**src/hdl/tbd_pkg.sv**
```systemverilog
`default_nettype none
package tbd_pkg;

  localparam int NUM_BTN = 3;
  localparam int COORD_W = 10;
  localparam int TICK_W = 32;
  localparam int MASK_W = 3;
  localparam int IN_DATA_W = 56;
  localparam int OUT_DATA_W = 8;

  localparam logic [TICK_W-1:0] DEBOUNCE_RESET = 32'd100;

  // mode codes carried on the input tuser bit
  localparam logic MODE_POLL = 1'b0;
  localparam logic MODE_TAKE = 1'b1;

  // button rectangles: index 0 back, 1 next, 2 play
  localparam logic [COORD_W-1:0] BTN_X0 [NUM_BTN] = '{10'd98, 10'd318, 10'd192};
  localparam logic [COORD_W-1:0] BTN_Y0 [NUM_BTN] = '{10'd172, 10'd172, 10'd156};
  localparam logic [COORD_W-1:0] BTN_W  [NUM_BTN] = '{10'd64, 10'd64, 10'd96};
  localparam logic [COORD_W-1:0] BTN_H  [NUM_BTN] = '{10'd64, 10'd64, 10'd96};

  typedef struct packed {
    logic               mode;
    logic [MASK_W-1:0]  take_mask;
    logic               touch_present;
    logic [COORD_W-1:0] touch_x;
    logic [COORD_W-1:0] touch_y;
    logic [TICK_W-1:0]  now_tick;
  } item_t;

  typedef struct packed {
    logic press_event;
    logic held;
  } btn_stat_t;

endpackage
`default_nettype wire

```
**src/hdl/tbd_button.sv**
```systemverilog
`default_nettype none
module tbd_button #(
  parameter int BTN_IDX = 0
) (
  input  wire                      clk,
  input  wire                      rst_n,
  input  wire                      fire,
  input  wire tbd_pkg::item_t      item,
  input  wire [tbd_pkg::TICK_W-1:0] debounce_ticks,
  output tbd_pkg::btn_stat_t       stat
);
  import tbd_pkg::*;

  localparam logic [COORD_W-1:0] X_LO = BTN_X0[BTN_IDX];
  localparam logic [COORD_W-1:0] X_HI = BTN_X0[BTN_IDX] + BTN_W[BTN_IDX];
  localparam logic [COORD_W-1:0] Y_LO = BTN_Y0[BTN_IDX];
  localparam logic [COORD_W-1:0] Y_HI = BTN_Y0[BTN_IDX] + BTN_H[BTN_IDX];

  logic              pressed_r, pressed_nxt;
  logic              pending_r, pending_nxt;
  logic [TICK_W-1:0] last_r, last_nxt;

  logic              hit;
  logic              mismatch;
  logic              accept_chg;
  logic              pending_upd;
  logic [TICK_W-1:0] elapsed;
  logic              is_take;

  always_comb begin
    is_take = (item.mode == MODE_TAKE);
    hit = item.touch_present &&
          (item.touch_x >= X_LO) && (item.touch_x <= X_HI) &&
          (item.touch_y >= Y_LO) && (item.touch_y <= Y_HI);
    mismatch = !is_take && (hit != pressed_r);
    // wrapping distance since the last mismatch
    elapsed = item.now_tick - last_r;
    accept_chg = mismatch && (elapsed >= debounce_ticks);

    pressed_nxt = accept_chg ? hit : pressed_r;
    pending_upd = pending_r | (accept_chg & hit);
    last_nxt = mismatch ? item.now_tick : last_r;

    if (is_take) begin
      pending_nxt = pending_r & ~item.take_mask[BTN_IDX];
    end else begin
      pending_nxt = pending_upd;
    end

    // flags are reported before the take clears them
    stat.press_event = pending_upd;
    stat.held = pressed_nxt;
  end

  always_ff @(posedge clk) begin
    if (!rst_n) begin
      pressed_r <= 1'b0;
      pending_r <= 1'b0;
      last_r <= '0;
    end else if (fire) begin
      pressed_r <= pressed_nxt;
      pending_r <= pending_nxt;
      last_r <= last_nxt;
    end
  end

endmodule
`default_nettype wire

```
**src/hdl/touch_button_debouncer_core.sv**
```systemverilog
`default_nettype none
// Debounced touch buttons (back, next, play) for a touch panel. Each input
// transaction is either a poll (tuser 0) carrying a touch sample and a tick
// count, or a take (tuser 1) that reports and clears the latched press flags
// selected by take_mask. Every transaction produces exactly one result
// transaction with the press flags and the debounced held states. A button
// changes state only if at least debounce_ticks have passed since its last
// mismatch. One transaction is accepted every cycle while the output is not
// stalled; each passes the input register, then the hit test and debounce
// compare into the result register. cfg writes are meant for idle time only.
module touch_button_debouncer_core (
  input  wire                               clk,
  input  wire                               rst_n,
  input  wire                               in_tvalid,
  output logic                              in_tready,
  // take_mask[2:0], touch_present[3], touch_x[13:4], touch_y[23:14],
  // now_tick[55:24]
  input  wire [tbd_pkg::IN_DATA_W-1:0]      in_tdata,
  // mode[0]
  input  wire                               in_tuser,
  output logic                              out_tvalid,
  input  wire                               out_tready,
  // back_event[0], next_event[1], play_event[2], back_held[3],
  // next_held[4], play_held[5], zero[7:6]
  output logic [tbd_pkg::OUT_DATA_W-1:0]    out_tdata,
  input  wire                               cfg_wr_en,
  input  wire [tbd_pkg::TICK_W-1:0]         cfg_wr_data
);
  import tbd_pkg::*;

  logic              in_v_r;
  item_t             in_item_r;
  item_t             in_item;
  logic              out_v_r;
  logic [OUT_DATA_W-1:0] out_data_r, out_data_nxt;
  logic [TICK_W-1:0] dbnc_r;
  logic              advance;
  logic              fire;
  btn_stat_t         stat [NUM_BTN];

  always_comb begin
    in_item.mode = in_tuser;
    in_item.take_mask = in_tdata[2:0];
    in_item.touch_present = in_tdata[3];
    in_item.touch_x = in_tdata[13:4];
    in_item.touch_y = in_tdata[23:14];
    in_item.now_tick = in_tdata[55:24];
  end

  // result register moves when empty or drained
  assign advance = !out_v_r || out_tready;
  assign fire = in_v_r && advance;
  assign in_tready = !in_v_r || advance;

  always_ff @(posedge clk) begin
    if (!rst_n) begin
      dbnc_r <= DEBOUNCE_RESET;
    end else if (cfg_wr_en) begin
      dbnc_r <= cfg_wr_data;
    end
  end

  always_ff @(posedge clk) begin
    if (!rst_n) begin
      in_v_r <= 1'b0;
    end else if (in_tready) begin
      in_v_r <= in_tvalid;
    end
  end

  always_ff @(posedge clk) begin
    if (in_tvalid && in_tready) begin
      in_item_r <= in_item;
    end
  end

  for (genvar b = 0; b < NUM_BTN; b++) begin : g_btn
    tbd_button #(
      .BTN_IDX(b)
    ) u_btn (
      .clk           (clk),
      .rst_n         (rst_n),
      .fire          (fire),
      .item          (in_item_r),
      .debounce_ticks(dbnc_r),
      .stat          (stat[b])
    );
  end

  always_comb begin
    out_data_nxt = '0;
    for (int b = 0; b < NUM_BTN; b++) begin
      out_data_nxt[b] = stat[b].press_event;
      out_data_nxt[NUM_BTN + b] = stat[b].held;
    end
  end

  always_ff @(posedge clk) begin
    if (!rst_n) begin
      out_v_r <= 1'b0;
    end else if (advance) begin
      out_v_r <= in_v_r;
    end
  end

  always_ff @(posedge clk) begin
    if (fire) begin
      out_data_r <= out_data_nxt;
    end
  end

  assign out_tvalid = out_v_r;
  assign out_tdata = out_data_r;

endmodule
`default_nettype wire

```
**config.mk**
```make
export PLATFORM = sky130hd
export DESIGN_NAME = touch_button_debouncer_core
export DESIGN_NICKNAME = d
export VERILOG_FILES = /design/src/hdl/tbd_pkg.sv /design/src/hdl/tbd_button.sv /design/src/hdl/touch_button_debouncer_core.sv
export SDC_FILE = /design/constraint.sdc
export NUM_CORES = 1
export LEC_CHECK = 0
export ABC_AREA = 1
export BUFFER_PORTS_ARGS = -buffer_cell sky130_fd_sc_hd__buf_4
export CAP_MARGIN = 40
export CORE_UTILIZATION = 60
export DETAILED_ROUTE_END_ITERATION = 10
export PLACE_DENSITY = 0.83
export SLEW_MARGIN = 30
export SYNTH_ARGS = -nofsm -noshare
export SYNTH_HDL_FRONTEND = slang
export SYNTH_SLANG_ARGS = --single-unit
```
**constraint.sdc**
```tcl
create_clock -name clk -period 4.3 [get_ports clk]
set_input_delay 0.645 -clock clk [delete_from_list [all_inputs] [get_ports clk]]
set_output_delay 0.645 -clock clk [all_outputs]
set_load 0.05 [all_outputs]
```
==> results of run 1 <==
[stage by stage]
step	power [W]	cells	area (um2)
finish	0.005298	2573	16900
floorplan	0.003107	2146	15150
global placement	0.003467	2534	16120
global route	0.005569	2573	16900
detailed placement	0.003513	2534	16120
CTS	0.005275	2566	16780
[Yosys cell counts, types with 9 or more instances]
library cell,count
nor2_1,272
nor4_1,9
clkbuf_1,25
o21bai_1,10
nand4_1,26
a21oi_1,213
o21ai_0,147
nand3_1,108
o21ai_1,32
nor3_1,14
xnor2_1,23
nand2_1,412
ha_1,189
edfxtp_1,63
dfxtp_1,136
a31oi_1,10
inv_1,313
xor2_1,62
[registers in the layout, summed over array words and instances (netlist names)]
signal / count
g_btn.u_btn.last_r: 96
in_item_r: 57
dbnc_r: 32
out_tdata: 6
g_btn.u_btn.pending_r: 3
g_btn.u_btn.pressed_r: 3
in_v_r: 1
out_tvalid: 1
[logic make-up after synthesis]
family | share of synthesized area (%)
other | 0.02476
xor gates and xnor gates | 4.914
buffers and inverters | 9.548
adders and majority gates | 16.01
and+or+nand+nor | 23.37
DFF | 30.46
AOI/OAI and AO/OA | 15.68
[report_power, final]
part,internal [W],leakage [nW],switching (W)
combinational,0.000545,5.54,0.000895
clock,0.000835,0.317,0.000935
sequential,0.00201,1.72,0.0000735
total,0.00339,7.58,0.00190
[area by class of cell]
class	count	share of cell area, %
inverters	318	7.071
clock inverters	15	1.362
multi-input cells	1584	54.00
repair buffers	116	5.346
flip-flops and latches	199	27.31
well taps	324	2.399
clock buffers	17	2.517
[worst paths after layout]
path / startpoint / endpoint / slack, ns / cells past startpoint
worst max register to register: in_item_r[2]$_DFFE_PP_ / out_tdata[2]$_DFFE_PP_ / 0.18 / 18
worst min-delay path: in_tdata[4] / in_item_r[42]$_DFFE_PP_ / 0.35 / 1
worst max-delay path: in_item_r[2]$_DFFE_PP_ / out_tdata[2]$_DFFE_PP_ / 0.18 / 18
worst min register to register: g_btn[2].u_btn.last_r[23]$_SDFFE_PN0P_ / g_btn[2].u_btn.last_r[23]$_SDFFE_PN0P_ / 0.47 / 2
[per-layer routing]
layer / global-route usage, % / up-vias / wire (um)
li1: - / 7264 / -
met1: 43.64 / 6763 / 18470
met2: 54.86 / 596 / 19400
met3: 4.365 / 106 / 3289
met4: 13.51 / 0 / 1368
met5: 0 / - / 0
[worst max-delay path, stage by stage, from the launching register on]
cell and delay, ns:
edfxtp_1 0.54, ha_1 0.42, inv_1 0.09, nor3_1 0.25, a21oi_1 0.22, o21ai_1 0.41, nand3_1 0.12, nand2_1 0.15
nand2_1 0.07, nand2_1 0.08, xor2_1 0.17, ha_1 0.27, a21oi_1 0.15, o21ai_0 0.11, a21o_1 0.17, nor2_1 0.24
nand3_1 0.16, nand3_1 0.17, nand2_1 0.08
[what timing repair did]
item,4_1_cts,5_1_grt
endpoints found under the hold margin,0,0
gates resized for setup,0,12
setup endpoints to repair,0,12
buffers inserted,0,5
hold buffers,0,0
==> results by group, run 1 <==
Status
  • Run status: finished, final reports clean

Place
  • IO buf count: 101
  • Final HPWL DP: 33410 um
  • Final Wtd Congestion: 1.063
  • Pre-CTS setup slack: 0.1390 ns

Final layout
  • Fraction of layout cells with a size suffix above 1: 7.737%
  • Multi-input logic area: 9125 um2
  • Ant. Diodes: 0
  • Filler instances: 2120
  • Nets: 2522
  • Most frequent cells in the layout: 412 x nand2_1, 312 x inv_1, 271 x nor2_1
  • Storage cell area: 4614 um2
  • Synthesis-to-finish area growth: 11.56%
  • Leading cell type in the layout, fill and taps excluded: nand2_1
  • Final core occ: 68.88%

Floorplanning
  • Die H: 160.9 um
  • Starting Density: 61.75%
  • DIE WIDTH: 160.9 um
  • # IOs: 104
  • FP Rows: 57
  • Core Footprint: 24530 um2
  • Full die area: 25890 um2

Synth
  • Area leader, netlist: dfxtp_1
  • Yosys top cell area share: 17.97%
  • Register area share after synthesis: 30.46%
  • Mapped Cells: 2145
  • Post-synth ARST share: 0%
  • Synth Flop Type: dfxtp_1
  • Yosys warns: 0
  • Post-synth EDFFs: 63
  • Syn_area_per_cell: 7.062 um2
  • Top post-synthesis cells by area: dfxtp_1 18%, ha_1 16%, edfxtp_1 12%
  • Post-synthesis instance area: 15150 um2
  • Post-synth cell types: 44
  • Flops & latches, synth: 199

Clocking
  • Clock Latency Late Sink: 0.46 ns
  • Max Buffers Root-to-Sink: 2
  • CTS Root Cell: clkbuf_16
  • Clock tree sinks: 199
  • CTS clk-pin slew, worst paths: 0.09 ns
  • TritonCTS clock tree: done
  • CTS buffer count: 17
  • H-tree Lvls: 4

STA
  • Final setup fails: 0
  • Max-slew headroom: 50.07%
  • FMAX: 243.0 MHz
  • Fin crit period: 4.115 ns
  • Fin worst setup slack: 0.1846 ns
  • Final Cycle Share: 95.71%
  • Worst Skew: 0.01755 ns
  • Pins over their slew limit: 0
  • Worst Tran Pin Value: 0.7471 ns
  • Endpoints failing hold: 0
  • Final setup TNS: 0 ns
  • RSZ-0062 raised after global routing: false
  • Fin Hold WS: 0.3481 ns

Route
  • Via count: 14729
  • DRC Markers: 0
  • Antenna Violating Nets Remaining: 0
  • Post-detailed-route wirelength per cell: 16.53 um
  • Final WL: 42520 um
  • DR pass1 iterations: 5
  • Vias per cell: 5.724
  • DRT iter0 DRCs: 1320

Setup path
  • Required time of the critical path: 4.51 ns
  • Crit-path max FO: 6
  • Crit path launch type: flip-flop
  • Worst setup path class: reg2reg
  • Worst EP arrival: 4.32 ns
  • Endpoint class of the critical path: flip-flop

Global route
  • Largest net degree at the start of global routing: 98
  • Overflow after GRT: 0
  • First-pass GRT wire length: 68050 um
  • Initial antenna violation count: 0
  • Vias in the first global route: 14052
  • Global-route total usage across every layer: 33.17%

Min path
  • Min-delay worst type: in2reg

Flow run
  • Max-cap viol count: 0

Pwr
  • Static leakage: 7.575 nW
  • PwrDens: 313.5 nW/um2
  • Maximum VDD drop: 194.1 uV
(Power assumes the default switching activity.)
==> inputs of run 2 (changes only) <==
- CORE_MARGIN: not set -> 3
==> run 2 against run 1 <==
Net effect: die area is 5.0% higher; non-clock buffer count is 3 higher; critical path depth is 6 higher; via count is 0.41% lower; fmax is 2.0% higher; first-iteration DRC count is 4.5% lower; register-to-register slack better by 0.08 ns; highest routed layer unchanged; sequential power hardly changed; clock power hardly changed; final cell count is 0.12% higher.
==> results by group, run 2 (synthesis results as in run 1) <==
Status
  • Run status: finished, final reports clean

Route
  • Post-detailed-route wirelength per cell: 16.89 um (+2.2%)
  • Antenna Violating Nets Remaining: 0 (unchanged)
  • Via count: 14669 (-0.41%)
  • Final WL: 43520 um (+2.3%)
  • DRC Markers: 0 (unchanged)
  • Vias per cell: 5.694 (-0.52%)
  • DR pass1 iterations: 6 (+1)
  • DRT iter0 DRCs: 1261 (-4.5%)

Setup path
  • Crit path max-delay family: simple AND/OR/NAND/NOR gates
  • Critical-path top delay cell: edfxtp_1
  • Required time of the critical path: 4.70 ns (+0.19 ns)
  • Worst EP arrival: 4.43 ns (+0.11 ns)
  • Max incr delay on CP: 0.44 ns (-0.10 ns)
  • Buf/Inv on CP: 3 (+2)
  • RR Startpoint: in_item_r[0]$_DFFE_PP_
  • Crit path launch type: flip-flop
  • Reg2reg end: g_btn[2].u_btn.pressed_r$_SDFFE_PN0P_
  • Worst Setup SP: in_item_r[0]$_DFFE_PP_
  • Worst setup path class: reg2reg
  • CP most frequent cell: nand2_1
  • R2R depth: 24 (+6)
  • Crit-path max FO: 5 (-1)
  • Endpoint class of the critical path: flip-flop
  • Worst path depth: 24 (+6)
  • Crit path to: g_btn[2].u_btn.pressed_r$_SDFFE_PN0P_
  • R2R setup slack: 0.27 ns (+0.08 ns)
  • CP cell instances: inv_1, ha_1, inv_1, fa_1, nand3_1, nand2_1, a21oi_2, o21ai_1, nand2_1, nand2_1, nand3_1, nand2_1, xor2_1, ha_1, nand2_1, nor2_1, nand2_1, nor2_1, nand4_1, nand3_1, nand3_1, nand3_1, nand2_1, inv_1

Final layout
  • Synthesis-to-finish area growth: 11.50% (about the same)
  • Nets: 2525 (+0.12%)
  • Leading cell type in the layout, fill and taps excluded: nand2_1
  • Ant. Diodes: 0 (unchanged)
  • Fraction of layout cells with a size suffix above 1: 7.638% (-0.099 points)
  • Most frequent cells in the layout: 412 x nand2_1, 312 x inv_1, 272 x nor2_1
  • Max FFs per register: 96 (unchanged)
  • Top Registers: g_btn.u_btn.last_r: 96 flops, in_item_r: 57 flops, dbnc_r: 32 flops
  • Reg with most FFs: g_btn.u_btn.last_r

Global route
  • Global-route total usage across every layer: 32.12% (-1.0 points)
  • Initial antenna violation count: 0 (unchanged)
  • Vias in the first global route: 13817 (-1.7%)
  • Overflow after GRT: 0 (unchanged)
  • First-pass GRT wire length: 69090 um (+1.5%)
  • Largest net degree at the start of global routing: 97 (-1.0%)

STA
  • Pins over their slew limit: 0 (unchanged)
  • Max-slew headroom: 49.71% (-0.36 points)
  • Endpoints failing hold: 0 (unchanged)
  • FMAX: 247.9 MHz (+2.0%)
  • Worst Tran Pin Value: 0.7526 ns (+0.005460 ns)
  • Final setup fails: 0 (unchanged)
  • Final Cycle Share: 93.80% (-1.9 points)
  • Fin crit period: 4.033 ns (-0.08206 ns)
  • Fin worst setup slack: 0.2667 ns (+0.08206 ns)
  • Worst Skew: 0.02097 ns (+0.003416 ns)

Place
  • Pre-CTS setup slack: 0.1427 ns (+0.003618 ns)
  • Final HPWL DP: 34720 um (+3.9%)
  • IO buf count: 101 (unchanged)
  • Final Wtd Congestion: 1.034 (-2.7%)

Pwr
  • Static leakage: 7.582 nW (about the same)
  • Power Total: 0.005298 W (about the same)
  • PwrDens: 313.7 nW/um2 (about the same)
  • Maximum VDD drop: 312.1 uV (+61%)

Clocking
  • Clock tree sinks: 199 (unchanged)
  • CTS buffer count: 17 (unchanged)
  • H-tree Lvls: 4 (unchanged)
  • CTS Root Cell: clkbuf_16
  • Max Buffers Root-to-Sink: 2 (unchanged)
  • Clock Latency Late Sink: 0.45 ns (about the same)
  • CTS clk-pin slew, worst paths: 0.10 ns (about the same)
  • TritonCTS clock tree: done
  • Hold buffer count at cts: 0 (unchanged)

Floorplanning
  • Full die area: 27190 um2 (+5.0%)
  • Starting Density: 61.75% (unchanged)
  • Core Footprint: 24530 um2 (unchanged)
  • DIE WIDTH: 164.9 um (+2.5%)
  • Die H: 164.9 um (+2.5%)
  • FP Rows: 57 (unchanged)
  • # IOs: 104 (unchanged)

Flow run
  • Max-cap viol count: 0 (unchanged)

Min path
  • Min-delay worst type: in2reg
## run 2: how the worst min path moves through the flow
stage / start / cells past startpoint / end / slack, ns
after floorplan: g_btn[2].u_btn.last_r[10]$_SDFFE_PN0P_ / 2 / g_btn[2].u_btn.last_r[10]$_SDFFE_PN0P_ / 0.44
after global placement: g_btn[2].u_btn.last_r[9]$_SDFFE_PN0P_ / 2 / g_btn[2].u_btn.last_r[9]$_SDFFE_PN0P_ / 0.45
after detailed placement: g_btn[2].u_btn.last_r[3]$_SDFFE_PN0P_ / 2 / g_btn[2].u_btn.last_r[3]$_SDFFE_PN0P_ / 0.46
after CTS: in_tdata[47] / 1 / in_item_r[23]$_DFFE_PP_ / 0.35
after global routing: in_tdata[16] / 1 / in_item_r[34]$_DFFE_PP_ / 0.34
final: in_tdata[47] / 1 / in_item_r[23]$_DFFE_PP_ / 0.36
## run 2: worst register-to-register path, cell delays in order, from the launching register on
cell      delay, ns
edfxtp_1       0.44
inv_1          0.15
ha_1           0.22
inv_1          0.10
fa_1           0.41
nand3_1        0.09
nand2_1        0.10
a21oi_2        0.26
o21ai_1        0.22
nand2_1        0.11
nand2_1        0.12
nand3_1        0.10
nand2_1        0.06
xor2_1         0.14
ha_1           0.28
nand2_1        0.04
nor2_1         0.12
nand2_1        0.10
nor2_1         0.25
nand4_1        0.12
nand3_1        0.16
nand3_1        0.16
nand3_1        0.15
nand2_1        0.05
inv_1          0.04
## run 2: timing repair
action,4_1_cts,5_1_grt
setup endpoints to repair,0,12
endpoints found under the hold margin,0,0
resized for setup,0,5
setup buffers,0,3
## run 2: layer usage
layer / vias to the layer above / part of all wire (%) / wire [um] / global-route usage, %
met5: - / 0 / 0 / 0
met1: 6699 / 44 / 19290 / 44.00
li1: 7270 / - / - / -
met4: 0 / 2.6 / 1149 / 10.10
met3: 93 / 7.9 / 3441 / 4.816
met2: 607 / 45 / 19650 / 52.30
## run 2: cell type report
class	instances	area, um2
clock buffers	17	425.4
clock inverters	15	225.2
fillers	2131	7644
inverters	318	1195
multi-input cells	1584	9099
flip-flops and latches	199	4614
well taps	324	405.4
repair buffers	119	925.9
## run 2: stage by stage
| step | hold slack [ns] | setup TNS (ns) | instances | utilization [%] | area, um2 |
|---|---|---|---|---|---|
| floorplan | 0.4392 | 0 | 2146 | - | 15150 |
| global route | 0.3433 | -0.001223 | 2576 | 68.84 | 16890 |
| finish | 0.3585 | 0 | 2576 | 68.84 | 16890 |
| global placement | 0.4477 | 0 | 2539 | 65.88 | 16160 |
| detailed placement | 0.4550 | 0 | 2539 | 65.88 | 16160 |
| CTS | 0.3469 | 0 | 2571 | 68.53 | 16810 |
## run 2: report_power, final
group | switching (W) | leakage, nW | internal [W]
Clock | 0.000938 | 0.315 | 0.000838
Sequential | 0.0000739 | 1.72 | 0.00201
Combinational | 0.000891 | 5.55 | 0.000542
